$ cat src/hw/rtl/kch_pkg.sv
// ----------------------------------------------------------------------------
// kch_pkg
// Shared types and constants for the keyed count hash table.
// ----------------------------------------------------------------------------
package kch_pkg;

   localparam int unsigned DEF_BUCKETS = 4096;
   localparam int unsigned DEF_WAYS    = 4;

   localparam logic [63:0] MIX_MUL_A = 64'hff51afd7ed558ccd;
   localparam logic [63:0] MIX_MUL_B = 64'hc4ceb9fe1a85ec53;
   localparam int unsigned MIX_SHIFT = 33;

   localparam logic [30:0] COUNT_MAX = 31'h7fffffff;
   localparam logic [47:0] TOTAL_MAX = 48'hffffffffffff;

   typedef enum logic [2:0] {
      STAT_UPDATED = 3'd0,
      STAT_INSERTED = 3'd1,
      STAT_REMOVED = 3'd2,
      STAT_ABSENT = 3'd3,
      STAT_FULL = 3'd4
   } status_type;

   typedef struct packed {
      logic [63:0]        item_key;
      logic signed [31:0] count_delta;
   } req_type;

   typedef struct packed {
      status_type  update_status;
      logic [30:0] key_count;
      logic [47:0] total_count;
   } rsp_type;

   typedef struct packed {
      logic        valid;
      logic [63:0] key;
      logic [30:0] count;
   } entry_type;

   typedef enum logic [2:0] {
      S_IDLE,
      S_HASH,
      S_READ,
      S_LOOK,
      S_OUT
   } state_type;

endpackage

$ cat src/hw/rtl/kch_mix.sv
// ----------------------------------------------------------------------------
// kch_mix
// 64-bit finalizer mix on one shared 32x32 multiplier, nine steps per value.
// ----------------------------------------------------------------------------
module kch_mix
   import kch_pkg::*;
(
   input  logic        clock,
   input  logic        reset,
   input  logic        start,
   input  logic [63:0] din,
   output logic        done,
   output logic [63:0] dout
);

   logic [3:0]  step_ff, step_in;
   logic        busy_ff, busy_in;
   logic        done_ff, done_in;
   logic [63:0] k_ff, k_in;
   logic [63:0] acc_ff, acc_in;
   logic [63:0] mul_c;
   logic [31:0] op_x, op_y;
   logic [63:0] prod;
   logic [63:0] k_xs;

   // low 64 bits of k*c = kL*cL + ((kH*cL + kL*cH) << 32)
   always_comb begin
      mul_c = (step_ff < 4'd4) ? MIX_MUL_A : MIX_MUL_B;
      op_x  = (step_ff == 4'd2 || step_ff == 4'd6) ? k_ff[63:32] : k_ff[31:0];
      op_y  = (step_ff == 4'd3 || step_ff == 4'd7) ? mul_c[63:32] : mul_c[31:0];
      prod  = 64'(op_x) * 64'(op_y);
      k_xs  = k_ff ^ (k_ff >> MIX_SHIFT);
   end

   always_comb begin
      k_in    = k_ff;
      acc_in  = acc_ff;
      step_in = step_ff;
      busy_in = busy_ff;
      done_in = 1'b0;
      if (start) begin
         k_in    = din;
         step_in = '0;
         busy_in = 1'b1;
      end else if (busy_ff) begin
         step_in = step_ff + 4'd1;
         unique case (step_ff)
            4'd0, 4'd4: k_in = k_xs;
            4'd1, 4'd5: acc_in = prod;
            4'd2, 4'd6: acc_in = acc_ff + {prod[31:0], 32'd0};
            4'd3, 4'd7: k_in = acc_ff + {prod[31:0], 32'd0};
            4'd8: begin
               k_in    = k_xs;
               busy_in = 1'b0;
               done_in = 1'b1;
            end
            default: busy_in = 1'b0;
         endcase
      end
   end

   always_ff @(posedge clock) begin
      if (reset) begin
         busy_ff <= 1'b0;
         done_ff <= 1'b0;
         step_ff <= '0;
      end else begin
         busy_ff <= busy_in;
         done_ff <= done_in;
         step_ff <= step_in;
      end
      k_ff   <= k_in;
      acc_ff <= acc_in;
   end

   assign done = done_ff;
   assign dout = k_ff;

endmodule

$ cat config.mk
export PLATFORM = sky130hd
export DESIGN_NAME = kch_mix
export DESIGN_NICKNAME = d
export VERILOG_FILES = /design/src/hw/rtl/kch_pkg.sv /design/src/hw/rtl/kch_mix.sv
export SDC_FILE = /design/constraint.sdc
export NUM_CORES = 2
export LEC_CHECK = 0
export BUFFER_PORTS_ARGS = -buffer_cell sky130_fd_sc_hd__buf_4
export CORE_ASPECT_RATIO = 0.9
export CORE_MARGIN = 3
export CORE_UTILIZATION = 50
export CTS_BUF_LIST = sky130_fd_sc_hd__clkbuf_8
export DETAILED_ROUTE_END_ITERATION = 7
export PLACE_DENSITY_LB_ADDON = 0.12
export SETUP_SLACK_MARGIN = 0.15
export SLEW_MARGIN = 10
export SYNTH_ARGS = -nofsm -noshare
export SYNTH_HDL_FRONTEND = slang
export SYNTH_SLANG_ARGS = --single-unit
export TNS_END_PERCENT = 5
$ cat constraint.sdc
create_clock -name clock -period 23.7 [get_ports clock]
set_input_delay 2.37 -clock clock [delete_from_list [all_inputs] [get_ports clock]]
set_output_delay 2.37 -clock clock [all_outputs]
set_load 0.01 [all_outputs]
; Yosys cells after proc, flatten, opt, wreduce, memory -nomap -nowiden
; Index checks and enable logic that the tools add are counted.
; W data, S select, Z words.
[classes]
add_sub_neg = 2
mul = 1
order_cmp = 1
eq_ne = 8
mux = 11
n_bitwise = 3
reduce_logical = 15
[ops]
columns = operator, count
row1 = $pmux W64 S2, 2
row2 = $mux W64, 2
row3 = $add A64 B64 Y64, 1
row4 = $mul A32 B32 Y64, 1
row5 = $mux W32, 2
row6 = $xor A64 B31 Y64, 1
row7 = $mux W62, 1
row8 = $eq A4 B3 Y1 const B, 4
row9 = $eq A4 B2 Y1 const B, 2
row10 = $reduce_or A2 Y1, 4
row11 = $reduce_or A8 Y1, 1
row12 = $reduce_or A3 Y1, 2
row13 = $add A4 B1 Y4 const B, 1
row14 = $eq A4 B1 Y1 const B, 1
row15 = $eq A4 B4 Y1 const B, 1
row16 = $logic_not A4 Y1, 1
row17 = $lt A4 B3 Y1 const B, 1
row18 = $mux W1, 4
row19 = $reduce_bool A2 Y1, 2
row20 = $reduce_and A3 Y1, 1
row21 = $reduce_bool A3 Y1, 1
row22 = $logic_or A1 B1 Y1, 2
row23 = $not A1 Y1, 2
row24 = $reduce_and A2 Y1, 1
[word_totals]
ff_bits = 134
in_bits = 67
output_inout_bits = 65
word_cells = 46

; Longest topological paths before layout
[logic_depth]
ltp_word = 8
ltp_mapped = 44
ltp_nobuf = 40

; Least setup slack after synthesis
; Ideal clock, no wire load.
[synth_timing]
path_kind = flip-flop to flip-flop
start = register step_ff[0]
end = register acc_ff[62], data pin
setup_time_ps = 260
arrival_ps = 9817
t_required_ps = 23440
slack_ps = 13623
stages_incl_launch_ff = 42
path_buffers = 6
period_less_slack_ps = 10077
cell_sequence = dfxtp_1 ha_1 nor2b_1 clkbuf_1 clkinv_1 clkbuf_1 ha_1 clkbuf_1 clkbuf_1 clkbuf_1 nor2_1 fa_1 inv_1 fa_1 inv_1 fa_1 inv_1 fa_1 (+6 left out) fa_1 ha_1 a21oi_1 o21ai_0 a21oi_1 a21bo_2 xnor2_1 ha_1 clkbuf_1 a21o_1 a21oi_1 nor2b_1 o41ai_1 o21ai_0 a31o_1 a311oi_2 xnor2_1 mux2_2
[synth_via]
elab_chain_len = 6
elab_cells_between_ends = 17
cone_classes = add/sub: 1 / mul: 1 / order compare: 1 / eq/ne: 6 / mux: 4 / reduce/logical: 4
[synth_rtl]
columns = element, line_no
row1 = "start, declared", kch_mix.sv:16  ; logic [3:0] step_ff, step_in;
row2 = "start signal, assigned", kch_mix.sv:70  ; step_ff <= step_in;
row3 = "$lt A4 B3 Y1, or another cell as far along", kch_mix.sv:28  ; mul_c = (step_ff < 4'd4) ? MIX_MUL_A : MIX_MUL_B;
row4 = "$mux W62, or another cell as far along", kch_mix.sv:28
row5 = $mux W32 (on tied branches), "kch_mix.sv:30, kch_mix.sv:29"
row6 = $mul A32 B32 Y64, kch_mix.sv:31  ; prod = 64'(op_x) * 64'(op_y);
row7 = $add A64 B64 Y64, kch_mix.sv:50  ; 4'd2, 4'd6: acc_in = acc_ff + {prod[31:0], 32'd0};
row8 = $pmux W64 S2 *, kch_mix.sv:47  ; unique case (step_ff)
row9 = "end signal, assigned", kch_mix.sv:73  ; acc_ff <= acc_in;
row10 = "end, declared", kch_mix.sv:20  ; logic [63:0] acc_ff, acc_in;
; Every way passes the cells marked *; elsewhere a longest branch is shown, timed or not.
; A chain may end at the register's enable or synchronous reset.

; Worst setup path in the final report
[layout_timing]
start = register step_ff[3]
end = register acc_ff[62], data pin
; The elaborated chain is that of the path after synthesis.

==> flow_summary.ini <==
[grt]
grt_pass1_vias = 27966
grt_usage_pct = 33.5
pin_count_of_the_biggest_net_entering_global_routing = 65
antenna_found_initial = 0
grt_first_pass_wirelength_mm = 188
sum_of_overflow_across_all_layers_after_global_routing = 0

[sta]
setup-violations-final = 0
number_of_pins_exceeding_their_max_slew_limit_in_the_final_report = 0
unrepaired_setup_endpoints_after_global_routing = no
timing.final.crit_period_ps = 11670
final.setup.tns_ps = 0
max_clock_freq_mhz = 85.7
finalHoldViolCount = 0
layout_worst_path_cycle_share_pct = 49.2
clock_skew_ps = 23.3
slew-limit-headroom_pct = 16.9
tightestPinTransition_ps = 1210

[drt]
firstDrtPassIters = 5
drt.antenna.violating_nets = 0
detail_route.wirelength_mm = 125
route.detailed.vias_per_inst = 5.49
count_of_unresolved_drc_violations_after_routing = 0
dr_total_vias = 26389
drt_iter0_markers = 2399
route.detailed.wl_per_inst_um = 26.0

[final_layout]
design.final.nets = 5096
final-instance-count-excl-fill = 4806
areaGrowthSynthToFinish_pct = 6.87
drive_gt1_share_pct = 6.53

[clock_network]
post_cts_hold_buffer_count = 0
clock_latency_ps = 480
cts-root-buf = sky130_fd_sc_hd__clkbuf_8
clock_path_buffers = 2
post_cts.resized_instances = 0
cts.reportedPaths.clkPinSlew_ps = 80
cts_setup_buffers = 0
cts_h_tree_lvls = 4
tritoncts.num_buffers = 17
cts_tree = built
tritoncts_sinks = 134

[synthesis]
synthesis.area_per_instance_sq_um = 9.90
yosys_warnings = 0
synth.top_cell.area_share_pct = 46.5
netlist_top_cells_area = sky130_fd_sc_hd__fa_1 (46%), sky130_fd_sc_hd__ha_1 (11%), sky130_fd_sc_hd__edfxtp_1 (10%)
synth_fp_nets = 5016
dominantRegCellSynth = sky130_fd_sc_hd__edfxtp_1
synth.ff_latch_count = 134
synth_sequential_area_ratio_pct = 10.7
netlist-cell-type-count = 74
async_set_or_reset_flop_fraction_in_the_synthesized_netlist_pct = 0
netlist_area_sq_um = 37100
synth_commonest_cells = sky130_fd_sc_hd__inv_1 (958), sky130_fd_sc_hd__fa_1 (862), sky130_fd_sc_hd__ha_1 (335)
synthesis.instances = 3752
synth_enable_flop_cells = 128
post-synth-top-area-cell = sky130_fd_sc_hd__fa_1
synth_most_common_cell = sky130_fd_sc_hd__inv_1

[placed_design]
gpl_congestion = 0.989
numPortBuffers = 131
detailed_place_hpwl_mm = 110
placed_cells_incl_taps = 4773

[setup_path]
path_common_cell = sky130_fd_sc_hd__fa_1
worstPathMaxFanout = 42
critical-path-slowest-cell = sky130_fd_sc_hd__ha_2
worst-endpoint-arrival_ps = 11900
worst_path_largest_cell_delay_ps = 710
regToRegSetupSlack_ps = 12040
setup.worst_path.start_class = register
timing.critical_path.to_type = register
critPathRequiredTime_ps = 23930
worstSetupPathType = reg -> reg

[flow_run]
cap_violations = 0

[floorplan]
core_area_sq_um = 73400
die_width_um = 293
die_h_um = 265
top_level_i_o_count = 132
die-area_sq_um = 77600
start_util_pct = 50.6
std_cell_rows = 94

[hold_path]
hp-class = reg -> reg

[status]
run_status = completed
[area by class of cell]
cell class / instances / area [sq um]
diodes: 1 / 2.50
clock buffers: 18 / 248
clock inverters: 14 / 186
fillers: 6776 / 33700
inverters: 965 / 3620
multi-input cells: 2543 / 29200
flip-flops and latches: 134 / 3960
well taps: 960 / 1200
repair buffers: 171 / 1280
[kinds of logic (layout without fill, tap and decap cells)]
group	count (synthesis)	in the layout	share of synthesized area, %
AOI/OAI and AO/OA	407	407	6.97
adders and majority gates	1198	1198	57.8
and+or+nand+nor	779	779	9.81
other	1	2	0.0101
xor gates and xnor gates	125	125	2.99
DFF	134	134	10.7
buffers and inverters	1075	1168	10.9
muxes	33	33	0.906
[flip-flops by register name, summed over array words and instances, names as in the netlist]
name     cells
acc_ff      64
dout        64
step_ff      4
busy_ff      1
done         1
[through the flow]
stage | setup slack (ps) | util (%) | instance area (sq um) | hold WS (ps)
after floorplan | 13620 | - | 37100 | 533
after global placement | 12260 | 53.5 | 39300 | 560
after detailed placement | 12170 | 53.5 | 39300 | 573
after CTS | 12150 | 54.1 | 39700 | 583
after global routing | 11430 | 54.1 | 39700 | 628
final | 12040 | 54.1 | 39700 | 585
[metal layers]
metal	part of all wire, %	wire length, um	GRT usage [%]
met5	0	0	0
met4	4.1	5130	11.7
met3	7.9	9820	6.42
met2	44	54700	49.5
met1	44	55100	49.6
[layout by cell type (no fill, tap or decap), drive strengths merged, types with 4 or more instances in the layout]
master / count
mux2i: 28
ha: 335
dfxtp: 6
nor4: 6
mux2: 5
a21o: 46
and3: 9
a211oi: 10
fa: 862
a21oi: 143
nand4: 23
or2: 21
bufinv: 4
a211o: 6
clkinv: 10
o21bai: 16
inv: 963
nand2b: 82
a31oi: 14
nand3: 21
a21boi: 5
nor2: 267
o31ai: 14
xor2: 35
and2: 74
edfxtp: 128
nor2b: 28
clkbuf: 18
o21ai: 89
buf: 171
nand2: 219
a22o: 24
nor3: 13
o21a: 12
xnor2: 89
[worst paths after layout]
path                                  from    endpoint  depth (start not counted)
worst max register to register  step_ff[3]  acc_ff[62]                         37
worst max-delay path            step_ff[3]  acc_ff[62]                         37
worst min register to register  step_ff[1]  step_ff[1]                          2
worst min-delay path            step_ff[1]  step_ff[1]                          2
[worst max-delay path: cells and delay by family (launching register included)]
| family | cells | cell delay, ps |
|---|---|---|
| adder cells (fa/ha/maj) | 11 | 5610 |
| AO/OA/AOI/OAI | 10 | 2220 |
| buffers and inverters | 10 | 1770 |
| flip-flops | 1 | 550 |
| XOR/XNOR | 2 | 480 |
| AND/OR/NAND/NOR | 3 | 460 |
| multiplexers | 1 | 260 |
Power is left out: the tool's default activity adds up to more than one toggle a clock period on the data nets, which glitch-free logic cannot reach.
